**src/hdl/kscd_pkg.sv**
```systemverilog
// ----------------------------------------------------------------------------
// kscd_pkg
// Shared types, codes and character tables of the keyboard scan code decoder.
// ----------------------------------------------------------------------------
package kscd_pkg;

  localparam int unsigned CMD_QUEUE_DEPTH_DEF = 32;

  // result kinds
  typedef enum logic [1:0] {
    KIND_CHAR  = 2'd0,
    KIND_CMD   = 2'd1,
    KIND_FOCUS = 2'd2
  } kind_e;

  // scan codes, set 1
  localparam logic [7:0] SC_BKSP     = 8'h0E;
  localparam logic [7:0] SC_TAB      = 8'h0F;
  localparam logic [7:0] SC_ENTER    = 8'h1C;
  localparam logic [7:0] SC_LSHIFT   = 8'h2A;
  localparam logic [7:0] SC_RSHIFT   = 8'h36;
  localparam logic [7:0] SC_LSHIFT_R = 8'hAA;
  localparam logic [7:0] SC_RSHIFT_R = 8'hB6;
  localparam logic [7:0] SC_CAPS     = 8'h3A;
  localparam logic [7:0] SC_NUM      = 8'h45;
  localparam logic [7:0] SC_SCROLL   = 8'h46;

  // keyboard responses and commands
  localparam logic [7:0] RSP_ACK     = 8'hFA;
  localparam logic [7:0] RSP_RESEND  = 8'hFE;
  localparam logic [7:0] CMD_LED     = 8'hED;

  // character codes
  localparam logic [7:0] CHAR_BS     = 8'h08;
  localparam logic [7:0] CHAR_LF     = 8'h0A;
  localparam logic [7:0] CHAR_UP_A   = 8'h41;
  localparam logic [7:0] CHAR_UP_Z   = 8'h5A;
  localparam logic [7:0] CASE_OFFSET = 8'h20;

  // led bit masks
  localparam logic [2:0] LED_SCROLL  = 3'b001;
  localparam logic [2:0] LED_NUM     = 3'b010;
  localparam logic [2:0] LED_CAPS    = 3'b100;

  typedef struct packed {
    logic       r0_valid;
    kind_e      r0_kind;
    logic [7:0] r0_value;
    logic [1:0] shift;
    logic [2:0] led;
    logic       focus;
    logic       lock;
    logic       ack;
  } dec_t;

  typedef struct packed {
    logic pop;
    logic drop;
  } q_resp_t;

  typedef struct packed {
    kind_e      kind;
    logic [7:0] value;
    logic       to_console;
    logic       ovf;
    logic       last;
  } res_t;

  function automatic logic [7:0] plain_char(input logic [6:0] idx);
    logic [7:0] c;
    c = 8'h00;
    case (idx)
      7'h02: c = 8'h31;
      7'h03: c = 8'h32;
      7'h04: c = 8'h33;
      7'h05: c = 8'h34;
      7'h06: c = 8'h35;
      7'h07: c = 8'h36;
      7'h08: c = 8'h37;
      7'h09: c = 8'h38;
      7'h0A: c = 8'h39;
      7'h0B: c = 8'h30;
      7'h0C: c = 8'h2D;
      7'h0D: c = 8'h3D;
      7'h10: c = 8'h51;
      7'h11: c = 8'h57;
      7'h12: c = 8'h45;
      7'h13: c = 8'h52;
      7'h14: c = 8'h54;
      7'h15: c = 8'h59;
      7'h16: c = 8'h55;
      7'h17: c = 8'h49;
      7'h18: c = 8'h4F;
      7'h19: c = 8'h50;
      7'h1A: c = 8'h5B;
      7'h1B: c = 8'h5D;
      7'h1E: c = 8'h41;
      7'h1F: c = 8'h53;
      7'h20: c = 8'h44;
      7'h21: c = 8'h46;
      7'h22: c = 8'h47;
      7'h23: c = 8'h48;
      7'h24: c = 8'h4A;
      7'h25: c = 8'h4B;
      7'h26: c = 8'h4C;
      7'h27: c = 8'h3B;
      7'h28: c = 8'h27;
      7'h29: c = 8'h60;
      7'h2B: c = 8'h5C;
      7'h2C: c = 8'h5A;
      7'h2D: c = 8'h58;
      7'h2E: c = 8'h43;
      7'h2F: c = 8'h56;
      7'h30: c = 8'h42;
      7'h31: c = 8'h4E;
      7'h32: c = 8'h4D;
      7'h33: c = 8'h2C;
      7'h34: c = 8'h2E;
      7'h35: c = 8'h2F;
      7'h37: c = 8'h2A;
      7'h39: c = 8'h20;
      7'h47: c = 8'h37;
      7'h48: c = 8'h38;
      7'h49: c = 8'h39;
      7'h4A: c = 8'h2D;
      7'h4B: c = 8'h34;
      7'h4C: c = 8'h35;
      7'h4D: c = 8'h36;
      7'h4E: c = 8'h2B;
      7'h4F: c = 8'h31;
      7'h50: c = 8'h32;
      7'h51: c = 8'h33;
      7'h52: c = 8'h30;
      7'h53: c = 8'h2E;
      7'h73: c = 8'h5C;
      7'h7D: c = 8'h5C;
      default: c = 8'h00;
    endcase
    return c;
  endfunction

  // only the entries that differ from the plain table
  function automatic logic [7:0] shifted_char(input logic [6:0] idx);
    logic [7:0] c;
    c = 8'h00;
    case (idx)
      7'h02: c = 8'h21;
      7'h03: c = 8'h40;
      7'h04: c = 8'h23;
      7'h05: c = 8'h24;
      7'h06: c = 8'h25;
      7'h07: c = 8'h5E;
      7'h08: c = 8'h26;
      7'h09: c = 8'h2A;
      7'h0A: c = 8'h28;
      7'h0B: c = 8'h29;
      7'h0C: c = 8'h5F;
      7'h0D: c = 8'h2B;
      7'h1A: c = 8'h7B;
      7'h1B: c = 8'h7D;
      7'h27: c = 8'h3A;
      7'h28: c = 8'h22;
      7'h29: c = 8'h7E;
      7'h2B: c = 8'h7C;
      7'h33: c = 8'h3C;
      7'h34: c = 8'h3E;
      7'h35: c = 8'h3F;
      7'h73: c = 8'h5F;
      7'h7D: c = 8'h7C;
      default: c = plain_char(idx);
    endcase
    return c;
  endfunction

endpackage

```
**src/hdl/kscd_decode.sv**
```systemverilog
// ----------------------------------------------------------------------------
// kscd_decode
// Decodes one keyboard byte against the current shift, led and focus state:
// character lookup, special keys, lock keys and keyboard responses.
// ----------------------------------------------------------------------------
module kscd_decode import kscd_pkg::*; (
  input  logic [7:0] scan_byte_i,
  input  logic [1:0] shift_i,
  input  logic [2:0] led_i,
  input  logic       focus_i,
  input  logic       out_valid_i,
  input  logic [7:0] out_byte_i,
  output dec_t       dec_o
);

  logic [7:0] ch;
  logic       shifted;
  logic       caps;

  assign shifted = (shift_i != 2'b00);
  assign caps    = ((led_i & LED_CAPS) != 3'b000);

  always_comb begin
    ch = 8'h00;
    if (!scan_byte_i[7]) begin
      ch = shifted ? shifted_char(scan_byte_i[6:0]) : plain_char(scan_byte_i[6:0]);
    end
    // lower case unless caps xor shift
    if (ch >= CHAR_UP_A && ch <= CHAR_UP_Z && caps == shifted) begin
      ch = ch + CASE_OFFSET;
    end

    dec_o.r0_valid = (ch != 8'h00);
    dec_o.r0_kind  = KIND_CHAR;
    dec_o.r0_value = ch;
    dec_o.shift    = shift_i;
    dec_o.led      = led_i;
    dec_o.focus    = focus_i;
    dec_o.lock     = 1'b0;
    dec_o.ack      = 1'b0;

    case (scan_byte_i)
      SC_BKSP: begin
        dec_o.r0_valid = 1'b1;
        dec_o.r0_value = CHAR_BS;
      end
      SC_ENTER: begin
        dec_o.r0_valid = focus_i;
        dec_o.r0_value = CHAR_LF;
      end
      SC_TAB: begin
        dec_o.focus    = ~focus_i;
        dec_o.r0_valid = 1'b1;
        dec_o.r0_kind  = KIND_FOCUS;
        dec_o.r0_value = {7'b0, ~focus_i};
      end
      SC_LSHIFT:   dec_o.shift = shift_i | 2'b01;
      SC_RSHIFT:   dec_o.shift = shift_i | 2'b10;
      SC_LSHIFT_R: dec_o.shift = shift_i & 2'b10;
      SC_RSHIFT_R: dec_o.shift = shift_i & 2'b01;
      SC_CAPS: begin
        dec_o.led  = led_i ^ LED_CAPS;
        dec_o.lock = 1'b1;
      end
      SC_NUM: begin
        dec_o.led  = led_i ^ LED_NUM;
        dec_o.lock = 1'b1;
      end
      SC_SCROLL: begin
        dec_o.led  = led_i ^ LED_SCROLL;
        dec_o.lock = 1'b1;
      end
      RSP_ACK:  dec_o.ack = 1'b1;
      RSP_RESEND: begin
        dec_o.r0_valid = out_valid_i;
        dec_o.r0_kind  = KIND_CMD;
        dec_o.r0_value = out_byte_i;
      end
      default: ;
    endcase
  end

endmodule

```
**src/hdl/kscd_cmd_queue.sv**
```systemverilog
// ----------------------------------------------------------------------------
// kscd_cmd_queue
// Circular command byte queue in a synchronous memory. A lock key pushes the
// led command at the step and the registered led byte after it; a pop reads
// the head entry. The two bytes queued at reset are supplied by preload flags.
// ----------------------------------------------------------------------------
module kscd_cmd_queue import kscd_pkg::*; #(
  parameter int unsigned DEPTH = CMD_QUEUE_DEPTH_DEF
) (
  input  logic       clk_i,
  input  logic       rst_ni,
  input  logic       step_i,
  input  logic       lock_i,
  input  logic [2:0] led_i,
  input  logic       pop_req_i,
  input  logic       boot_we_i,
  input  logic [2:0] boot_led_i,
  output q_resp_t    resp_o,
  output logic [7:0] pop_data_o
);

  localparam int unsigned IDX_W = $clog2(DEPTH);
  localparam int unsigned CNT_W = $clog2(DEPTH + 1);

  localparam logic [1:0] SRC_MEM  = 2'd0;
  localparam logic [1:0] SRC_CMD  = 2'd1;
  localparam logic [1:0] SRC_BOOT = 2'd2;

  logic [7:0]       mem [DEPTH];
  logic [7:0]       rdata_q;
  logic [IDX_W-1:0] head_q, head_d, tail_q, tail_d, wr2_idx_q;
  logic [IDX_W-1:0] head_inc, tail_inc1, tail_inc2;
  logic [CNT_W-1:0] count_q, count_d, count_push;
  logic [7:0]       wr2_data_q;
  logic             wr2_q;
  logic [1:0]       pre_q, pre_d;
  logic [2:0]       boot_led_q;
  logic [1:0]       src_q;
  logic             push1, push2, pop;
  logic             we;
  logic [IDX_W-1:0] waddr;
  logic [7:0]       wdata;

  assign head_inc  = (head_q == IDX_W'(DEPTH - 1)) ? '0 : head_q + 1'b1;
  assign tail_inc1 = (tail_q == IDX_W'(DEPTH - 1)) ? '0 : tail_q + 1'b1;
  assign tail_inc2 = (tail_inc1 == IDX_W'(DEPTH - 1)) ? '0 : tail_inc1 + 1'b1;

  // each byte of the pair checks for room on its own
  assign push1      = lock_i && (count_q < CNT_W'(DEPTH));
  assign push2      = lock_i && (count_q < CNT_W'(DEPTH - 1));
  assign count_push = count_q + CNT_W'(push1) + CNT_W'(push2);
  assign pop        = pop_req_i && (count_push != '0);

  assign resp_o.pop  = pop;
  assign resp_o.drop = lock_i && !push2;

  always_comb begin
    head_d  = head_q;
    tail_d  = tail_q;
    count_d = count_q;
    if (step_i) begin
      count_d = count_push - CNT_W'(pop);
      if (pop) begin
        head_d = head_inc;
      end
      if (push2) begin
        tail_d = tail_inc2;
      end else if (push1) begin
        tail_d = tail_inc1;
      end
    end
  end

  // single write port: led command at the step, led byte in the cycle after
  always_comb begin
    we    = 1'b0;
    waddr = tail_q;
    wdata = CMD_LED;
    if (step_i && push1) begin
      we = 1'b1;
    end else if (wr2_q) begin
      we    = 1'b1;
      waddr = wr2_idx_q;
      wdata = wr2_data_q;
    end
  end

  always_comb begin
    pre_d = pre_q;
    if (we && waddr == IDX_W'(0)) begin
      pre_d[0] = 1'b0;
    end
    if (we && waddr == IDX_W'(1)) begin
      pre_d[1] = 1'b0;
    end
  end

  always_ff @(posedge clk_i) begin
    if (we) begin
      mem[waddr] <= wdata;
    end
  end

  always_ff @(posedge clk_i) begin
    if (step_i && pop && count_q != '0) begin
      rdata_q <= mem[head_q];
    end
  end

  always_ff @(posedge clk_i) begin
    if (step_i) begin
      wr2_idx_q  <= tail_inc1;
      wr2_data_q <= {5'b0, led_i};
    end
  end

  always_ff @(posedge clk_i or negedge rst_ni) begin
    if (!rst_ni) begin
      head_q     <= '0;
      tail_q     <= IDX_W'(2);
      count_q    <= CNT_W'(2);
      wr2_q      <= 1'b0;
      pre_q      <= 2'b11;
      boot_led_q <= 3'b000;
      src_q      <= SRC_MEM;
    end else begin
      head_q  <= head_d;
      tail_q  <= tail_d;
      count_q <= count_d;
      pre_q   <= pre_d;
      wr2_q   <= step_i && push2;
      if (boot_we_i) begin
        boot_led_q <= boot_led_i;
      end
      if (step_i && pop) begin
        // an empty queue pops the led command pushed in the same step
        if (count_q == '0) begin
          src_q <= SRC_CMD;
        end else if (head_q == IDX_W'(0) && pre_q[0]) begin
          src_q <= SRC_CMD;
        end else if (head_q == IDX_W'(1) && pre_q[1]) begin
          src_q <= SRC_BOOT;
        end else begin
          src_q <= SRC_MEM;
        end
      end
    end
  end

  always_comb begin
    case (src_q)
      SRC_CMD:  pop_data_o = CMD_LED;
      SRC_BOOT: pop_data_o = {5'b0, boot_led_q};
      default:  pop_data_o = rdata_q;
    endcase
  end

endmodule

```
**src/hdl/kscd_out_buf.sv**
```systemverilog
// ----------------------------------------------------------------------------
// kscd_out_buf
// Two-entry result buffer; takes up to two results in one cycle and hands
// them out one per transaction.
// ----------------------------------------------------------------------------
module kscd_out_buf import kscd_pkg::*; (
  input  logic       clk_i,
  input  logic       rst_ni,
  input  logic [1:0] wr_cnt_i,
  input  res_t       wr_a_i,
  input  res_t       wr_b_i,
  output logic [1:0] free_o,
  output logic       rd_valid_o,
  input  logic       rd_ready_i,
  output res_t       rd_data_o
);

  res_t       ent_q [2];
  logic       wr_q, rd_q;
  logic [1:0] cnt_q;
  logic       rd;

  assign rd_valid_o = (cnt_q != 2'd0);
  assign rd         = rd_valid_o && rd_ready_i;
  assign rd_data_o  = ent_q[rd_q];
  // an entry leaving this cycle counts as free
  assign free_o     = 2'd2 - cnt_q + 2'(rd);

  always_ff @(posedge clk_i) begin
    if (wr_cnt_i != 2'd0) begin
      ent_q[wr_q] <= wr_a_i;
    end
    if (wr_cnt_i == 2'd2) begin
      ent_q[~wr_q] <= wr_b_i;
    end
  end

  always_ff @(posedge clk_i or negedge rst_ni) begin
    if (!rst_ni) begin
      wr_q  <= 1'b0;
      rd_q  <= 1'b0;
      cnt_q <= 2'd0;
    end else begin
      wr_q  <= wr_q ^ wr_cnt_i[0];
      rd_q  <= rd_q ^ rd;
      cnt_q <= cnt_q + wr_cnt_i - 2'(rd);
    end
  end

endmodule

```
**src/hdl/keyboard_scancode_decoder.sv**
```systemverilog
// ----------------------------------------------------------------------------
// keyboard_scancode_decoder
// Scan code set 1 keyboard byte decoder with shift, lock led and focus
// tracking and a command byte queue toward the keyboard.
// ----------------------------------------------------------------------------
// results of a byte pass from the s1 result stage registers into the output buffer
// a new byte is taken only once the previous one has left the result stage;
//   the queue memory takes the led command and led byte through one write port
// up to two results per byte leave through a two-entry output buffer
// reset: asynchronous; the queue holds the led command and led byte at once,
//   no memory clearing pass is needed
module keyboard_scancode_decoder import kscd_pkg::*; #(
  parameter int unsigned CMD_QUEUE_DEPTH = CMD_QUEUE_DEPTH_DEF
) (
  input  logic        clk_i,
  input  logic        rst_ni,
  input  logic        s_axis_tvalid,
  output logic        s_axis_tready,
  input  logic [7:0]  s_axis_tdata,   // [7:0] scan_byte
  output logic        m_axis_tvalid,
  input  logic        m_axis_tready,
  output logic [15:0] m_axis_tdata,   // [7:0] value, [8] to_console, [9] queue_overflow
  output logic [1:0]  m_axis_tuser,   // [1:0] kind
  output logic        m_axis_tlast,
  input  logic        cfg_valid_i,
  output logic        cfg_ready_o,
  input  logic [2:0]  cfg_data_i
);

  dec_t       dec;
  q_resp_t    qresp;
  res_t       res_a, res_b, rd_res;
  logic [7:0] pop_data;
  logic       accept, cfg_we, out_av_dec, ovf_eff, drain;
  logic [1:0] need, free, wr_cnt;

  logic [1:0] shift_q;
  logic [2:0] led_q;
  logic       focus_q, out_valid_q, drop_q, fresh_q;
  logic [7:0] out_byte_q;

  logic       s1_valid_q, s1_new_q, s1_r0v_q, s1_pop_q, s1_focus_q, s1_ovf_q;
  kind_e      s1_kind_q;
  logic [7:0] s1_val_q;

  assign accept        = s_axis_tvalid && s_axis_tready;
  assign s_axis_tready = !s1_valid_q;
  assign cfg_ready_o   = 1'b1;
  // led state follows the register only until the first byte
  assign cfg_we        = cfg_valid_i && fresh_q;

  kscd_decode u_decode (
    .scan_byte_i (s_axis_tdata),
    .shift_i     (shift_q),
    .led_i       (led_q),
    .focus_i     (focus_q),
    .out_valid_i (out_valid_q),
    .out_byte_i  (out_byte_q),
    .dec_o       (dec)
  );

  assign out_av_dec = dec.ack ? 1'b0 : out_valid_q;

  kscd_cmd_queue #(
    .DEPTH (CMD_QUEUE_DEPTH)
  ) u_cmd_queue (
    .clk_i      (clk_i),
    .rst_ni     (rst_ni),
    .step_i     (accept),
    .lock_i     (dec.lock),
    .led_i      (dec.led),
    .pop_req_i  (!out_av_dec),
    .boot_we_i  (cfg_we),
    .boot_led_i (cfg_data_i),
    .resp_o     (qresp),
    .pop_data_o (pop_data)
  );

  assign ovf_eff = drop_q || qresp.drop;

  always_ff @(posedge clk_i or negedge rst_ni) begin
    if (!rst_ni) begin
      shift_q     <= 2'b00;
      led_q       <= 3'b000;
      focus_q     <= 1'b0;
      out_valid_q <= 1'b0;
      drop_q      <= 1'b0;
      fresh_q     <= 1'b1;
    end else begin
      if (accept) begin
        shift_q     <= dec.shift;
        led_q       <= dec.led;
        focus_q     <= dec.focus;
        out_valid_q <= out_av_dec || qresp.pop;
        drop_q      <= (dec.r0_valid || qresp.pop) ? 1'b0 : ovf_eff;
        fresh_q     <= 1'b0;
      end else if (cfg_we) begin
        led_q <= cfg_data_i;
      end
    end
  end

  always_ff @(posedge clk_i) begin
    if (s1_valid_q && s1_new_q && s1_pop_q) begin
      out_byte_q <= pop_data;
    end
  end

  // result stage
  assign need   = 2'(s1_r0v_q) + 2'(s1_pop_q);
  assign drain  = s1_valid_q && (need <= free);
  assign wr_cnt = drain ? need : 2'd0;

  always_comb begin
    res_a.kind       = s1_r0v_q ? s1_kind_q : KIND_CMD;
    res_a.value      = s1_r0v_q ? s1_val_q : pop_data;
    res_a.to_console = s1_focus_q;
    res_a.ovf        = s1_ovf_q;
    res_a.last       = !(s1_r0v_q && s1_pop_q);
    res_b.kind       = KIND_CMD;
    res_b.value      = pop_data;
    res_b.to_console = s1_focus_q;
    res_b.ovf        = s1_ovf_q;
    res_b.last       = 1'b1;
  end

  always_ff @(posedge clk_i) begin
    if (accept) begin
      s1_r0v_q   <= dec.r0_valid;
      s1_kind_q  <= dec.r0_kind;
      s1_val_q   <= dec.r0_value;
      s1_pop_q   <= qresp.pop;
      s1_focus_q <= dec.focus;
      s1_ovf_q   <= ovf_eff;
    end
  end

  always_ff @(posedge clk_i or negedge rst_ni) begin
    if (!rst_ni) begin
      s1_valid_q <= 1'b0;
      s1_new_q   <= 1'b0;
    end else begin
      if (accept) begin
        s1_valid_q <= 1'b1;
        s1_new_q   <= 1'b1;
      end else begin
        s1_new_q <= 1'b0;
        if (drain) begin
          s1_valid_q <= 1'b0;
        end
      end
    end
  end

  kscd_out_buf u_out_buf (
    .clk_i      (clk_i),
    .rst_ni     (rst_ni),
    .wr_cnt_i   (wr_cnt),
    .wr_a_i     (res_a),
    .wr_b_i     (res_b),
    .free_o     (free),
    .rd_valid_o (m_axis_tvalid),
    .rd_ready_i (m_axis_tready),
    .rd_data_o  (rd_res)
  );

  assign m_axis_tdata = {6'b0, rd_res.ovf, rd_res.to_console, rd_res.value};
  assign m_axis_tuser = rd_res.kind;
  assign m_axis_tlast = rd_res.last;

`ifndef SYNTH
  // a pending pop result implies a byte is outstanding toward the keyboard
  assert property (@(posedge clk_i) disable iff (!rst_ni)
    s1_valid_q && s1_pop_q |-> out_valid_q)
    else $error("pop result without outstanding byte");

  // a focus change reports the new focus in both fields
  assert property (@(posedge clk_i) disable iff (!rst_ni)
    m_axis_tvalid && m_axis_tuser == KIND_FOCUS |->
      m_axis_tdata[8] == m_axis_tdata[0] && m_axis_tdata[7:1] == 7'b0)
    else $error("focus result inconsistent");

  // bytes are never taken back to back
  assert property (@(posedge clk_i) disable iff (!rst_ni)
    accept |=> !accept)
    else $error("back to back transactions on input");
`endif

endmodule

```
**config.mk**
```make
export PLATFORM = sky130hd
export DESIGN_NAME = keyboard_scancode_decoder
export DESIGN_NICKNAME = d
export VERILOG_FILES = /design/src/hdl/kscd_pkg.sv /design/src/hdl/kscd_decode.sv /design/src/hdl/kscd_cmd_queue.sv /design/src/hdl/kscd_out_buf.sv /design/src/hdl/keyboard_scancode_decoder.sv
export SDC_FILE = /design/constraint.sdc
export NUM_CORES = 1
export LEC_CHECK = 0
export BUFFER_PORTS_ARGS = -buffer_cell sky130_fd_sc_hd__buf_2
export CORE_ASPECT_RATIO = 0.9
export CORE_UTILIZATION = 40
export CTS_BUF_LIST = sky130_fd_sc_hd__clkbuf_2 sky130_fd_sc_hd__clkbuf_4 sky130_fd_sc_hd__clkbuf_8
export DETAILED_ROUTE_END_ITERATION = 8
export GPL_ROUTABILITY_DRIVEN = 0
export PLACE_DENSITY_LB_ADDON = 0.15
export SYNTH_ARGS = -nofsm -noshare
export SYNTH_HDL_FRONTEND = slang
export SYNTH_SLANG_ARGS = --single-unit
```
**constraint.sdc**
```tcl
create_clock -name clk_i -period 3.8 [get_ports clk_i]
set_input_delay 0.76 -clock clk_i [delete_from_list [all_inputs] [get_ports clk_i]]
set_output_delay 0.76 -clock clk_i [all_outputs]
set_load 0.02 [all_outputs]
```
==> impl_metrics.toml <==
[grt]
grt.total_usage_pct = 19.4
grt_pass1_vias = 7978
antenna_found_initial = 0
grt_overflow = 0
grt_pass1_wl_um = 45100
grt_max_degree = 54

[final_layout]
fill_cells = 2573
final_common_cell = "edfxtp_1"
final_area_mm2 = 0.0141
seqCellArea_mm2 = 0.00645
drive_gt1_share_pct = 30.7
final_nets = 1181
antenna_cells = 0
instances_no_fill = 1554
final_cell_mix = "178 x edfxtp_1, 140 x buf_4, 99 x nor2_1"
area_delta_synth_final_pct = 20.8
multi_input_area_mm2 = 0.00496

[placement]
pre_cts_ws_ns = -0.680
post-place-cells = 1482
port_buffers = 30
dp_hpwl_um = 19800
placed_cell_area_mm2 = 0.0133

[critical_path]
startpoint_type = "input pin"
arrival_ns = 4.31
cp_slowest_stage_delay_ns = 0.45
cp_slowest_cell = "or4b_4"
critical-path-top-delay-family = "simple AND/OR/NAND/NOR gates"
cp.required_ns = 4.24
regToRegSetupSlack_ns = 0.31
critPathKind = "input pin to flop"
crit_path_max_fanout = 4
crit_buf_inv = 4
endpoint_kind = "flop"
crit_chain = "buf_8, clkinvlp_4, ha_4, o21bai_4, or4_1, nand2_1, nand2_2, or2_4, nor2_4, inv_2, fa_2, inv_2, ha_4, and3b_1, o21ai_2, a21oi_2, a21oi_2, ha_2, ha_4, or4b_4, a21oi_2, xnor2_1"

[run]
cap_violations = 0

[sta]
fmax_mhz = 259
finalCritPeriodShare_pct = 102
slew_headroom_pct = 32.1
whs_ns = 0.404
worstMarginPinSlew_ns = 1.02
finalHoldViolCount = 0
skew_ns = 0.0273
setup_violations = 1
fin_crit_ns = 3.87
worst_slack_ns = -0.0661
rsz0062_at_grt = "yes"
slew_viol_final = 0

[pwr]
ir_worst_vdd_v = 0.000319
p_per_area_mw_per_mm2 = 527
p_leak_nw = 5.56

[clock_tree]
cts_hold_buffers = 0
insertion_delay_ns = 0.54
cts_buffers = 38
cts.path.max_buffers = 3
htree_levels = 2
clkTransAtPathRegs_ns = 0.06
cts.sinks = 223
cts_tree = "yes"
cts_root_buffer = "clkbuf_8"

[drt]
ant_nets = 0
drt-vias-per-instance = 5.30
post-route-drc-count = 0
dr.pass1.iters = 5
wl_um = 28500
drtIter0Drc = 806
vias = 8238
wire_per_inst_um = 18.3

[floorplanning]
dieWidth_um = 182
design.die.area_mm2 = 0.0299
initial_core_util_pct = 40.5
core_mm2 = 0.0289
rows = 59
die_h_um = 164
ioPinCount = 38

[status]
violations = "negative setup slack"
status = "finished, violations left"

[yosys]
yosys-top-cells-area = "edfxtp_1 46%, mux4_2 7.9%, dfrtp_1 7.3%"
syn_area_mm2 = 0.0117
synth.avg_cell_area_um2 = 12.0
synthCells = 974
synthArstFlopShare_pct = 17.5
synth_top_cell_by_area = "edfxtp_1"
synth_top_flop_cell = "edfxtp_1"
ys_seq_area_share_pct = 55.1
yosys_warnings = 0
synth_edf_count = 178
synth-seq-cells = 223
yosysTopAreaCellShare_pct = 45.7
yosysUniqueCellTypes = 84

[hold_path]
hold_class = "input pin to async pin"
cell type report:
cell class | count | area share, %
Timing Repair Buffer | 176 | 9.44
Multi-Input combinational cell | 651 | 35.1
Clock inverter | 12 | 0.416
Clock buffer | 55 | 4.74
Inverter | 41 | 1.17
Sequential cell | 223 | 45.6
Tap cell | 396 | 3.51
cells in the mapped netlist, types with 12 or more instances:
cell type	count
a21oi_1	59
a31oi_1	17
and3_1	12
buf_2	13
clkbuf_1	31
dfrtp_1	34
edfxtp_1	178
ha_1	33
inv_1	39
mux2_2	22
mux4_2	41
nand2_1	70
nand2b_1	15
nand3_1	14
nor2_1	102
nor3_1	15
o21ai_0	43
xnor2_1	12
repair_timing:
| item | CTS | global route |
|---|---|---|
| hold endpoints to repair | 0 | 0 |
| resized for setup | 8 | 14 |
| buffers inserted | 1 | 5 |
| setup endpoints to repair | 1 | 10 |
| pin swaps | 1 | 8 |
| gates cloned | 0 | 1 |
routing by layer:
metal  track usage (%)  up-vias  wire [µm]
met5                 0        -          0
met4              5.04        0        378
li1                  -     3979          -
met3              2.84       36       1370
met1              30.1     4018      14300
met2              28.1      205      12400
state kept, by name, summed over array words and instances (netlist names), 2 cells and up:
signal and cells:
led_q 3, out_byte_q 4, s1_kind_q 2, s1_val_q 8
shift_q 2, u_cmd_queue.boot_led_q 3, u_cmd_queue.count_q 6, u_cmd_queue.head_q 5
u_cmd_queue.mem 128, u_cmd_queue.pre_q 2, u_cmd_queue.rdata_q 4, u_cmd_queue.src_q 2
u_cmd_queue.tail_q 5, u_cmd_queue.wr2_data_q 3, u_cmd_queue.wr2_idx_q 5, u_out_buf.cnt_q 2
u_out_buf.ent_q 26
stage by stage:
step | setup TNS, ns | total power, mW | utilization, %
3_5_place_dp | -7.51 | 5.41 | 45.9
3_3_place_gp | -5.50 | 5.39 | 45.9
4_1_cts | -0.0416 | 7.51 | 48.6
2_1_floorplan | -6.02 | 4.76 | -
5_1_grt | -0.415 | 7.90 | 49.0
6_report | -0.0661 | 7.44 | 49.0
worst paths after layout:
check	start	endpoint	cells past startpoint
max	s_axis_tdata[1]	u_cmd_queue.count_q[4]$_DFFE_PN0P_	22
min	rst_ni	u_cmd_queue.count_q[0]$_DFFE_PN0P_	1
max reg2reg	u_cmd_queue.count_q[3]$_DFFE_PN0P_	u_cmd_queue.count_q[4]$_DFFE_PN0P_	16
min reg2reg	u_cmd_queue.pre_q[1]$_DFFE_PN1P_	u_cmd_queue.pre_q[1]$_DFFE_PN1P_	1
max in group asynchronous	rst_ni	u_cmd_queue.head_q[0]$_DFFE_PN0P_	1
min in group clk_i	u_cmd_queue.pre_q[1]$_DFFE_PN1P_	u_cmd_queue.pre_q[1]$_DFFE_PN1P_	1
power by group:
group	switching (mW)	internal (mW)	total (mW)
Sequential	0.279	2.95	3.23
Clock	0.934	1.13	2.07
Combinational	1.18	0.964	2.14
kinds of logic after synthesis:
kind of cell    synth area share (%)
other cells                   0.0642
simple gates                    12.8
compound gates                  11.9
xor+xnor                        1.57
flops                           55.1
mux                             10.9
buf+inv                         3.99
fa+ha+maj                       3.70
(Power assumes the default switching activity.)
